`src/linked_line_splice_manager_unit_macros.svh`:
```
// Assertion macros for the linked line splice manager.
`ifndef LINKED_LINE_SPLICE_MANAGER_UNIT_MACROS_SVH
`define LINKED_LINE_SPLICE_MANAGER_UNIT_MACROS_SVH
`define LLSM_ASSERT_IMP(label, clk, rst_n, lhs, rhs, msg) \
	label: assert property (@(posedge clk) disable iff (!rst_n) (lhs) |-> (rhs)) \
		else $error(msg);
`define LLSM_ASSERT_NXT(label, clk, rst_n, lhs, rhs, msg) \
	label: assert property (@(posedge clk) disable iff (!rst_n) (lhs) |=> (rhs)) \
		else $error(msg);
`endif

```
`src/llsm_pkg.sv`:
```
// Shared types and constants of the linked line splice manager.
package llsm_pkg;
	localparam int MembersDef = 256;
	localparam int LinesDef = 16;
	localparam int PtrW = 9;
	localparam logic [PtrW-1:0] PtrNone = 9'h1ff;
	localparam int KindW = 3;
	localparam logic [KindW-1:0] KindAppend = 3'd0;
	localparam logic [KindW-1:0] KindMove = 3'd1;
	localparam logic [KindW-1:0] KindRemove = 3'd2;
	localparam logic [KindW-1:0] KindRange = 3'd3;
	localparam logic [KindW-1:0] KindQuery = 3'd4;
	localparam logic [KindW-1:0] KindNop = 3'd5;
	localparam int CmdW = 40;

	typedef struct packed {
		logic [KindW-1:0] kind;
		logic [7:0] a;
		logic [7:0] b;
		logic [7:0] c;
		logic [3:0] line;
		logic [PtrW-1:0] q;
	} cmd_t;

	typedef enum logic [3:0] {
		ST_CLEAR, ST_IDLE, ST_APPEND_A, ST_APPEND_T, ST_RD1, ST_UNLINK, ST_RD2,
		ST_LINK_A, ST_LINK_B, ST_FIN, ST_OUT
	} state_t;
endpackage

```
`src/llsm_front.sv`:
```
// Front part: accepts commands, checks their ranges and queues them.
module llsm_front import llsm_pkg::*; #(
	parameter int MEMBERS = MembersDef,
	parameter int LINES = LinesDef
) (
	input logic clk,
	input logic arst_n,
	input logic in_valid,
	output logic in_ready,
	input cmd_t in_cmd,
	output logic q_valid,
	input logic q_ready,
	output cmd_t q_cmd
);
	cmd_t fifo_q [2];
	logic wr_q, rd_q;
	logic [1:0] cnt_q;
	cmd_t cls;
	logic ok;

	always_comb begin
		cls = in_cmd;
		case (in_cmd.kind)
			KindAppend: ok = 32'(in_cmd.a) < MEMBERS && 32'(in_cmd.line) < LINES;
			KindMove: ok = 32'(in_cmd.a) < MEMBERS && 32'(in_cmd.b) < MEMBERS;
			KindRemove: ok = 32'(in_cmd.a) < MEMBERS;
			KindRange: ok = 32'(in_cmd.a) < MEMBERS && 32'(in_cmd.b) < MEMBERS
				&& 32'(in_cmd.c) < MEMBERS;
			KindQuery: ok = 32'(in_cmd.q) < MEMBERS + LINES;
			default: ok = 1'b0;
		endcase
		if (!ok) cls.kind = KindNop;
	end

	assign in_ready = cnt_q != 2'd2;
	assign q_valid = cnt_q != 2'd0;
	assign q_cmd = fifo_q[rd_q];

	always_ff @(posedge clk) begin
		if (in_valid && in_ready) fifo_q[wr_q] <= cls;
	end

	always_ff @(posedge clk or negedge arst_n) begin
		if (!arst_n) begin
			wr_q <= 1'b0;
			rd_q <= 1'b0;
			cnt_q <= 2'd0;
		end else begin
			if (in_valid && in_ready) wr_q <= !wr_q;
			if (q_valid && q_ready) rd_q <= !rd_q;
			cnt_q <= cnt_q + 2'(in_valid && in_ready) - 2'(q_valid && q_ready);
		end
	end
endmodule

```
`config.mk`:
```
export PLATFORM = sky130hd
export DESIGN_NAME = llsm_front
export DESIGN_NICKNAME = d
export VERILOG_FILES = /design/src/linked_line_splice_manager_unit_macros.svh /design/src/llsm_pkg.sv /design/src/llsm_front.sv
export SDC_FILE = /design/constraint.sdc
export NUM_CORES = 1
export LEC_CHECK = 0
export BUFFER_PORTS_ARGS = -buffer_cell sky130_fd_sc_hd__buf_2
export CAP_MARGIN = 40
export CORE_AREA = 2 2 83 85
export DETAILED_ROUTE_END_ITERATION = 12
export DIE_AREA = 0 0 85 87
export PLACE_DENSITY = 0.77
export SYNTH_ARGS = -nofsm -noshare
export SYNTH_HDL_FRONTEND = slang
export SYNTH_SLANG_ARGS = --single-unit
```
`constraint.sdc`:
```
create_clock -name clk -period 3.2 [get_ports clk]
set_input_delay 0.32 -clock clk [delete_from_list [all_inputs] [get_ports clk]]
set_output_delay 0.32 -clock clk [all_outputs]
set_load 0.02 [all_outputs]
```
## Word level (Yosys, flattened, before mapping)

Memory sizes are Yosys's and may differ from the RTL's.
Cells that the tools add are included.

- Register bits: 4
- RAM bits: 80
- Input bits: 44
- Output and inout bits: 42
- Memories kept: 1

- $add $sub $neg: 2
- Magnitude comparators: 1
- Equal/unequal tests: 5
- Muxes and demuxes: 4
- Reductions and logical operators: 7

Memories:

| memory | words | width | rd ports | clocked after memory_dff | write ports | line | source |
|---|---|---|---|---|---|---|---|
| fifo_q | 2 | 40 | 1 | 0 | 1 | llsm_front.sv:15 | `cmd_t fifo_q [2];` |

Operators with widths:

| cell | count |
|---|---|
| less-than comparator 9 bit, second input constant | 1 |
| == test 3 x 2 -> 1 bit, second input constant | 2 |
| OR reduction 4 bit | 1 |
| == test 3 x 1 -> 1 bit, second input constant | 1 |
| == test 3 bit, second input constant | 1 |
| logical NOT 3 bit | 1 |
| 2-to-1 mux 3 bit | 1 |
| adder 2 x 1 -> 2 bit | 1 |
| logical AND 1 bit | 2 |
| logical NOT 1 bit | 2 |
| 2-to-1 mux 1 bit | 2 |
| != test 2 bit, second input constant | 1 |
| one-hot mux 1 bit (2 select lines) | 1 |
| nonzero test 2 bit | 1 |
| subtractor 2 x 1 -> 2 bit | 1 |

## Logic depth before layout (Yosys ltp)

Gate-level depths: netlist of the first run.

- Depth after elaboration: 4
- Mapped depth: 7
- Gate-level depth less buffers: 7

## Worst setup path after synthesis of the first run

Ideal clock, no wire load.

- Path kind: reg2reg
- From: register cnt_q[1]
- To: memory fifo_q[0][0] (netlist name) (enable)
- Library setup time: 0.437 ns
- Arrival: 2.443 ns
- Data required time: 2.763 ns
- Path slack: 0.320 ns
- Cell stages (with the launch flop): 4
- Path buffers: 0
- Period minus slack after synthesis: 2.880 ns
- Path through: dfrtp_1 -> nand2b_1 -> nand2_1 -> nor2_1

- Cells in the longest elaborated chain, start to end: 4

RTL lines:

| element | line | source |
|---|---|---|
| start: declaration | llsm_front.sv:17 | `logic [1:0] cnt_q;` |
| start signal: assignment | llsm_front.sv:51 | `cnt_q <= cnt_q + 2'(in_valid && in_ready) - 2'(q_valid && q_ready);` |
| != test 2 bit | llsm_front.sv:35 | `assign in_ready = cnt_q != 2'd2;` |
| via in_ready | llsm_front.sv:9 | `output logic in_ready,` |
| logical AND 1 bit | llsm_front.sv:40 | `if (in_valid && in_ready) fifo_q[wr_q] <= cls;` |
| 2-to-1 mux 1 bit | llsm_front.sv:40 |  |
| 2-to-1 mux 1 bit (not written as such) | llsm_front.sv:40 |  |
| end: declaration | llsm_front.sv:15 |  |

The timed path passes the listed nets, and every way through them passes these cells.

==> flow_summary.ini, run 1 <==
[status]
status = finished clean

[job]
drv_cap = 0

[synthesis]
synth_cells = 148
yosys.area.top_type = edfxtp_1
synth-main-ff-cell = edfxtp_1
syn_area_um2 = 3140
synthArstFlopShare_pct = 4.76
synth_commonest_cells = edfxtp_1 (80), mux2_2 (37), buf_6 (4), dfrtp_1 (4), xnor2_1 (3)
synth_warnings = 0
yosysTopAreaCellShare_pct = 76.5
syn_nets = 194
avgSynthCellArea_um2 = 21.2
synth.distinct_cells = 22
synth_area_leaders = edfxtp_1 (77%), mux2_2 (13%), dfrtp_1 (3.2%)
ys_seq_area_share_pct = 79.7
synth.most_common_cell = edfxtp_1
ys_ff_latch = 84
synth_edf_count = 80

[detailed_routing]
drt-pass1-iter-count = 3
vias_per_cell = 4.91
drtAntennaViolNets = 0
vias = 1605
routed_wirelength_um = 5160
drt_iter0_markers = 105
drc_errors = 0
wl_per_cell_um = 15.8

[critical_path]
cp.required_ns = 2.88
r2r-end = fifo_q[0][8]$_DFFE_PP_
critPathMaxStageDelay_ns = 0.70
crit_chain = buf_16 -> mux2_2 -> buf_2
cp_slowest_cell = dfrtp_2
cpLargestDelayFamily = flip-flops
r2r_start = cnt_q[1]$_DFF_PN0_
worstRegToRegCells = 4
rrSetupSlack_ns = 1.20
end_kind = primary output
start_kind = register
worstSetupPathType = register to primary output
cp-startpoint = rd_q$_DFFE_PN0P_
critPathBufInv = 2
worst-path-max-fanout = 23
arrival_ns = 1.80

[place]
place_inst = 310
dp_hpwl_um = 3530
portBuffers = 85
gp_congestion = 0.689

[die]
start_util_pct = 47.8
num_io_pins = 86
die_w_um = 85
die_area_um2 = 7400
rows = 30
core_area_um2 = 6570
chipHeight_um = 87

[timing]
tightest_slew_ns = 0.804
finalClockSkew_ns = 0.00674
setup-violations-final = 0
finalHoldViolations = 0
rsz0062_at_grt = false
setup_tns_ns = 0
whs_ns = 0.166
timing.final.crit_share_pct = 66.1
max_freq_mhz = 473
final_max_slew_viol_count = 0
slew_headroom_pct = 46.3
min_period_ns = 2.12

[min_path]
hp-class = input pin to register
worstHoldStart = in_cmd[15]
worstHoldPathCells = 1
hold_path_end = fifo_q[1][15]$_DFFE_PP_

[cts]
postCtsResizedCells = 0
cts_tree = done
cts-root-buf = clkbuf_8
clock-sinks = 84
clock_latency_ns = 0.33
clk_pin_slew_ns = 0.08
htreeDepth = 3
cts_buffers = 9
clockBufferDepth = 2

[cells_and_area]
syn_to_final_growth_pct = 25.1
antennaDiodeCount = 0
finalNetCount = 288
final_layout_size_suffix_gt1_share_pct = 58.7
final_cells = 327
final_util_pct = 59.8

[global_routing]
antenna_found_initial = 0
grt_use_met2_pct = 24.9
grt_pass1_wl_um = 7810
use_met3_pct = 3.79
grt_overflow = 0
grt.busiest_layer = met2
grtUsageTotal_pct = 14.4
grt_pass1_vias = 1647
use_met1_pct = 16.4
grt_max_degree = 32

[power]
vdd_ir_drop_max_v = 0.000599
totalPowerFinal_mw = 3.74
p_leak_nw = 1.49
pwr_density_cell_nw_per_um2 = 952
state kept, by name, summed over array words and instances, names as in the netlist:
register,cells
wr_q,1
cnt_q,2
fifo_q,80
rd_q,1
worst max path at each step:
stage               slack [ns]  depth (start not counted)                      end
floorplan                 0.32                          3   fifo_q[0][0]$_DFFE_PP_
global placement          1.27                          4  fifo_q[0][27]$_DFFE_PP_
detailed placement        1.19                          4  fifo_q[0][27]$_DFFE_PP_
CTS                       1.03                          3                q_cmd[39]
global route              0.99                          3                q_cmd[26]
finish                    1.08                          3                q_cmd[39]
power breakdown:
group	switching (mW)	internal (mW)
sequential	0.117	1.51
combinational	0.709	0.529
clock	0.339	0.541
total	1.16	2.58
cell type report:
class,instances,area (µm²)
Tap cell,80,100
Clock buffer,12,145
Timing Repair Buffer,89,490
Sequential cell,84,2500
Fill cell,496,2640
Multi-Input combinational cell,57,588
Inverter,1,3.75
Clock inverter,4,97.6
layout by cell type, fill, tap and decap left out, types with 2 or more instances in the layout:
master     instances
xnor2_1            3
bufinv_16          3
nand2_1            2
buf_2             85
mux2_2            37
clkbuf_8          10
mux2_4             2
ha_1               2
edfxtp_1          80
clkbuf_1           2
dfrtp_1            3
kinds of logic after synthesis:
| family | after synthesis | synth area share, % |
|---|---|---|
| buffers and inverters | 7 | 1.83 |
| adders and majority gates | 2 | 0.797 |
| xor gates and xnor gates | 4 | 1.12 |
| and+or+nand+nor | 9 | 1.63 |
| AOI/OAI and AO/OA | 2 | 0.319 |
| DFF | 84 | 79.7 |
| muxes | 40 | 14.6 |
per-stage QoR:
stage               area, µm²  setup slack, ns
floorplan                3140            0.320
global placement         3630             1.27
detailed placement       3680             1.19
CTS                      3930             1.03
global route             3930            0.991
finish                   3930             1.08
metal layers:
| layer | vias up | part of all wire [%] |
|---|---|---|
| met1 | 789 | 40 |
| met3 | 9 | 4.9 |
| met2 | 43 | 54 |
| li1 | 764 | - |
| met4 | 0 | 1.8 |
| met5 | - | 0 |
repair_timing:
action | in CTS | in global routing
hold buffers | 1 | 0
endpoints found under the hold margin | 4 | 0
endpoints found under the setup margin | 0 | 0
buffers inserted | 0 | 0
Power figures use the tool's default switching activity.
==> inputs of run 2 (changes only) <==
--- a/config.mk
+++ b/config.mk
@@ -5,12 +5,13 @@
 export SDC_FILE = /design/constraint.sdc
 export NUM_CORES = 1
 export LEC_CHECK = 0
+export ABC_AREA = 1
 export BUFFER_PORTS_ARGS = -buffer_cell sky130_fd_sc_hd__buf_2
 export CAP_MARGIN = 40
-export CORE_AREA = 2 2 83 85
+export CORE_AREA = 2 2 87 89
 export DETAILED_ROUTE_END_ITERATION = 12
-export DIE_AREA = 0 0 85 87
-export PLACE_DENSITY = 0.77
+export DIE_AREA = 0 0 89 91
+export PLACE_DENSITY = 0.75
 export SYNTH_ARGS = -nofsm -noshare
 export SYNTH_HDL_FRONTEND = slang
 export SYNTH_SLANG_ARGS = --single-unit
==> constraint.sdc (replaced) <==
create_clock -name clk -period 1.8 [get_ports clk]
set_input_delay 0.18 -clock clk [delete_from_list [all_inputs] [get_ports clk]]
set_output_delay 0.18 -clock clk [all_outputs]
set_load 0.02 [all_outputs]
==> flow_summary.ini, run 2 <==
[status]
status = finished clean

[synthesis]
ys_seq_area_share_pct = 77.2
synth_area_leaders = edfxtp_1 (74%), nand2_1 (14%), dfrtp_1 (3.1%)
synth_cells = 245
synth_warnings = 0
avgSynthCellArea_um2 = 13.2
synth-main-ff-cell = edfxtp_1
yosysTopAreaCellShare_pct = 74.1
synth_edf_count = 80
yosys.area.top_type = edfxtp_1
synth.distinct_cells = 15
synth.most_common_cell = nand2_1
synthArstFlopShare_pct = 4.76
ys_ff_latch = 84
syn_nets = 291
synth_commonest_cells = nand2_1 (119), edfxtp_1 (80), nand2_2 (12), inv_1 (6), nor2_1 (6)
syn_area_um2 = 3240

[die]
start_util_pct = 45.4
die_w_um = 89
die_area_um2 = 8100
num_io_pins = 86
rows = 31
chipHeight_um = 91
core_area_um2 = 7140

[cells_and_area]
fillers = 636
final_util_pct = 55.5
syn_to_final_growth_pct = 22.3
ff_latch_area_um2 = 2510
multiInputGateArea_um2 = 621
fin_area_um2 = 3960
regMostFlops = fifo_q
largest_reg_flops = 80
finalNetCount = 383
final_common_cell = nand2_1
final_layout_size_suffix_gt1_share_pct = 34.5
layout_common_cells = nand2_1 (119), buf_2 (85), edfxtp_1 (80)
reg_top3 = fifo_q x80, cnt_q x2
antennaDiodeCount = 0

[global_routing]
antenna_found_initial = 0
grt_pass1_wl_um = 8830
grtUsageTotal_pct = 14.4
grt_overflow = 0
grt_max_degree = 42
grt_pass1_vias = 1935

[place]
dpl_cell_area_um2 = 3760
dp_hpwl_um = 3700
preCtsSetupSlack_ns = 0.170
gp_congestion = 0.685
portBuffers = 85

[detailed_routing]
drt-pass1-iter-count = 4
wl_per_cell_um = 12.9
drc_errors = 0
routed_wirelength_um = 5680
vias_per_cell = 4.52
drtAntennaViolNets = 0
drt_iter0_markers = 55
vias = 1995

[cts]
clockBufferDepth = 2
clock-sinks = 84
cts-root-buf = clkbuf_8
cts_tree = done
postCtsSetupBuffers = 0
clock_latency_ns = 0.33
cts_buffers = 9
htreeDepth = 3
clk_pin_slew_ns = 0.08

[critical_path]
r2r_start = cnt_q[0]$_DFF_PN0_
end_kind = register
start_kind = register
r2r-end = cnt_q[1]$_DFF_PN0_
worst-path-max-fanout = 2
rrSetupSlack_ns = 0.14
worstRegToRegCells = 9
cp.required_ns = 2.05
worstSetupPathType = register to register
arrival_ns = 1.92

[power]
p_sw_share_pct = 38.4
comb_power_share_pct = 37.1
power_switching_mw = 2.53
pwr_density_cell_nw_per_um2 = 1670
p_seq_share_pct = 43.9
clockPowerShare_pct = 19.0
totalPowerFinal_mw = 6.60
vdd_ir_drop_max_v = 0.000890
p_int_mw = 4.07
p_leak_nw = 1.71

[timing]
final_max_slew_viol_count = 0
max_freq_mhz = 602
finalClockSkew_ns = 0.00924
slew_headroom_pct = 77.4
min_period_ns = 1.66
timing.final.crit_share_pct = 92.3
finalHoldViolations = 0
rsz0062_at_grt = false
setup_tns_ns = 0
setup-violations-final = 0
tightest_slew_ns = 0.338
fin_ws_ns = 0.139

[min_path]
worstHoldStart = in_cmd[20]
hold_path_end = fifo_q[0][20]$_DFFE_PP_
worstHoldPathCells = 1
hp-class = input pin to register

[job]
drv_cap = 0
## run 2: cell count changes after synthesis, sizes merged, moves of 2 or more
cell   change
buf        +4
inv        +6
xnor2      -2
mux2      -40
nor2       +5
nand2    +129
## run 2: power by group through the flow
stage / combinational (mW) / clock (mW) / sequential, mW
finish: 2.45 / 1.26 / 2.90
global route: 2.70 / 1.38 / 2.95
CTS: 2.50 / 1.29 / 2.89
detailed placement: 2.49 / 0 / 2.93
global placement: 2.43 / 0 / 2.91
floorplan: 1.86 / 0 / 2.81
## run 2: metrics by stage
step / instances / hold slack, ns
floorplan: 245 / -0.116
global placement: 424 / -0.00972
detailed placement: 424 / -0.00744
CTS: 441 / 0.00484
global route: 441 / 0.00570
finish: 441 / 0.0274
## run 2: layer usage
layer / share of wire, % / track usage [%]
met1: 42 / 17.3
met2: 52 / 24.3
met3: 4.6 / 4.00
met4: 1.8 / 5.85
met5: 0 / 0
## run 2: area by class of cell
class	count	share of cell area, %
clock buffers	11	3.32
repair buffers	91	12.3
clock inverters	5	1.33
inverters	7	1.07
well taps	99	3.13
multi-input cells	144	15.7
flip-flops and latches	84	63.2
## run 2: how the worst max path moves through the flow
stage | from | endpoint | slack (ns) | depth (start not counted)
6_report | cnt_q[0]$_DFF_PN0_ | cnt_q[1]$_DFF_PN0_ | 0.14 | 9
5_1_grt | rd_q$_DFFE_PN0P_ | q_cmd[22] | 0.02 | 4
4_1_cts | rd_q$_DFFE_PN0P_ | q_cmd[39] | 0.007 | 4
3_5_place_dp | cnt_q[0]$_DFF_PN0_ | cnt_q[1]$_DFF_PN0_ | 0.17 | 9
3_3_place_gp | cnt_q[1]$_DFF_PN0_ | cnt_q[1]$_DFF_PN0_ | 0.30 | 9
2_1_floorplan | cnt_q[0]$_DFF_PN0_ | fifo_q[1][0]$_DFFE_PP_ | 0.14 | 4
## run 2: worst max-delay path, stage by stage (launching register included)
cell     delay (ns)
dfrtp_1        0.39
inv_1          0.09
nand2_1        0.08
nand2_1        0.11
inv_1          0.05
ha_1           0.27
inv_1          0.04
ha_1           0.19
xnor2_1        0.19
xor2_1         0.16
## run 2: cells by family after synthesis
group                      synth area share [%]
adders and majority gates                 0.772
xor gates and xnor gates                  0.811
DFF                                        77.2
AOI/OAI and AO/OA                         0.309
buffers and inverters                      4.09
and+or+nand+nor                            16.8
## run 2: repair_timing
| action | in CTS | in global routing |
|---|---|---|
| hold buffers | 1 | 0 |
| hold endpoints to repair | 4 | 0 |
| endpoints found under the setup margin | 1 | 36 |
| gates resized for setup | 1 | 2 |
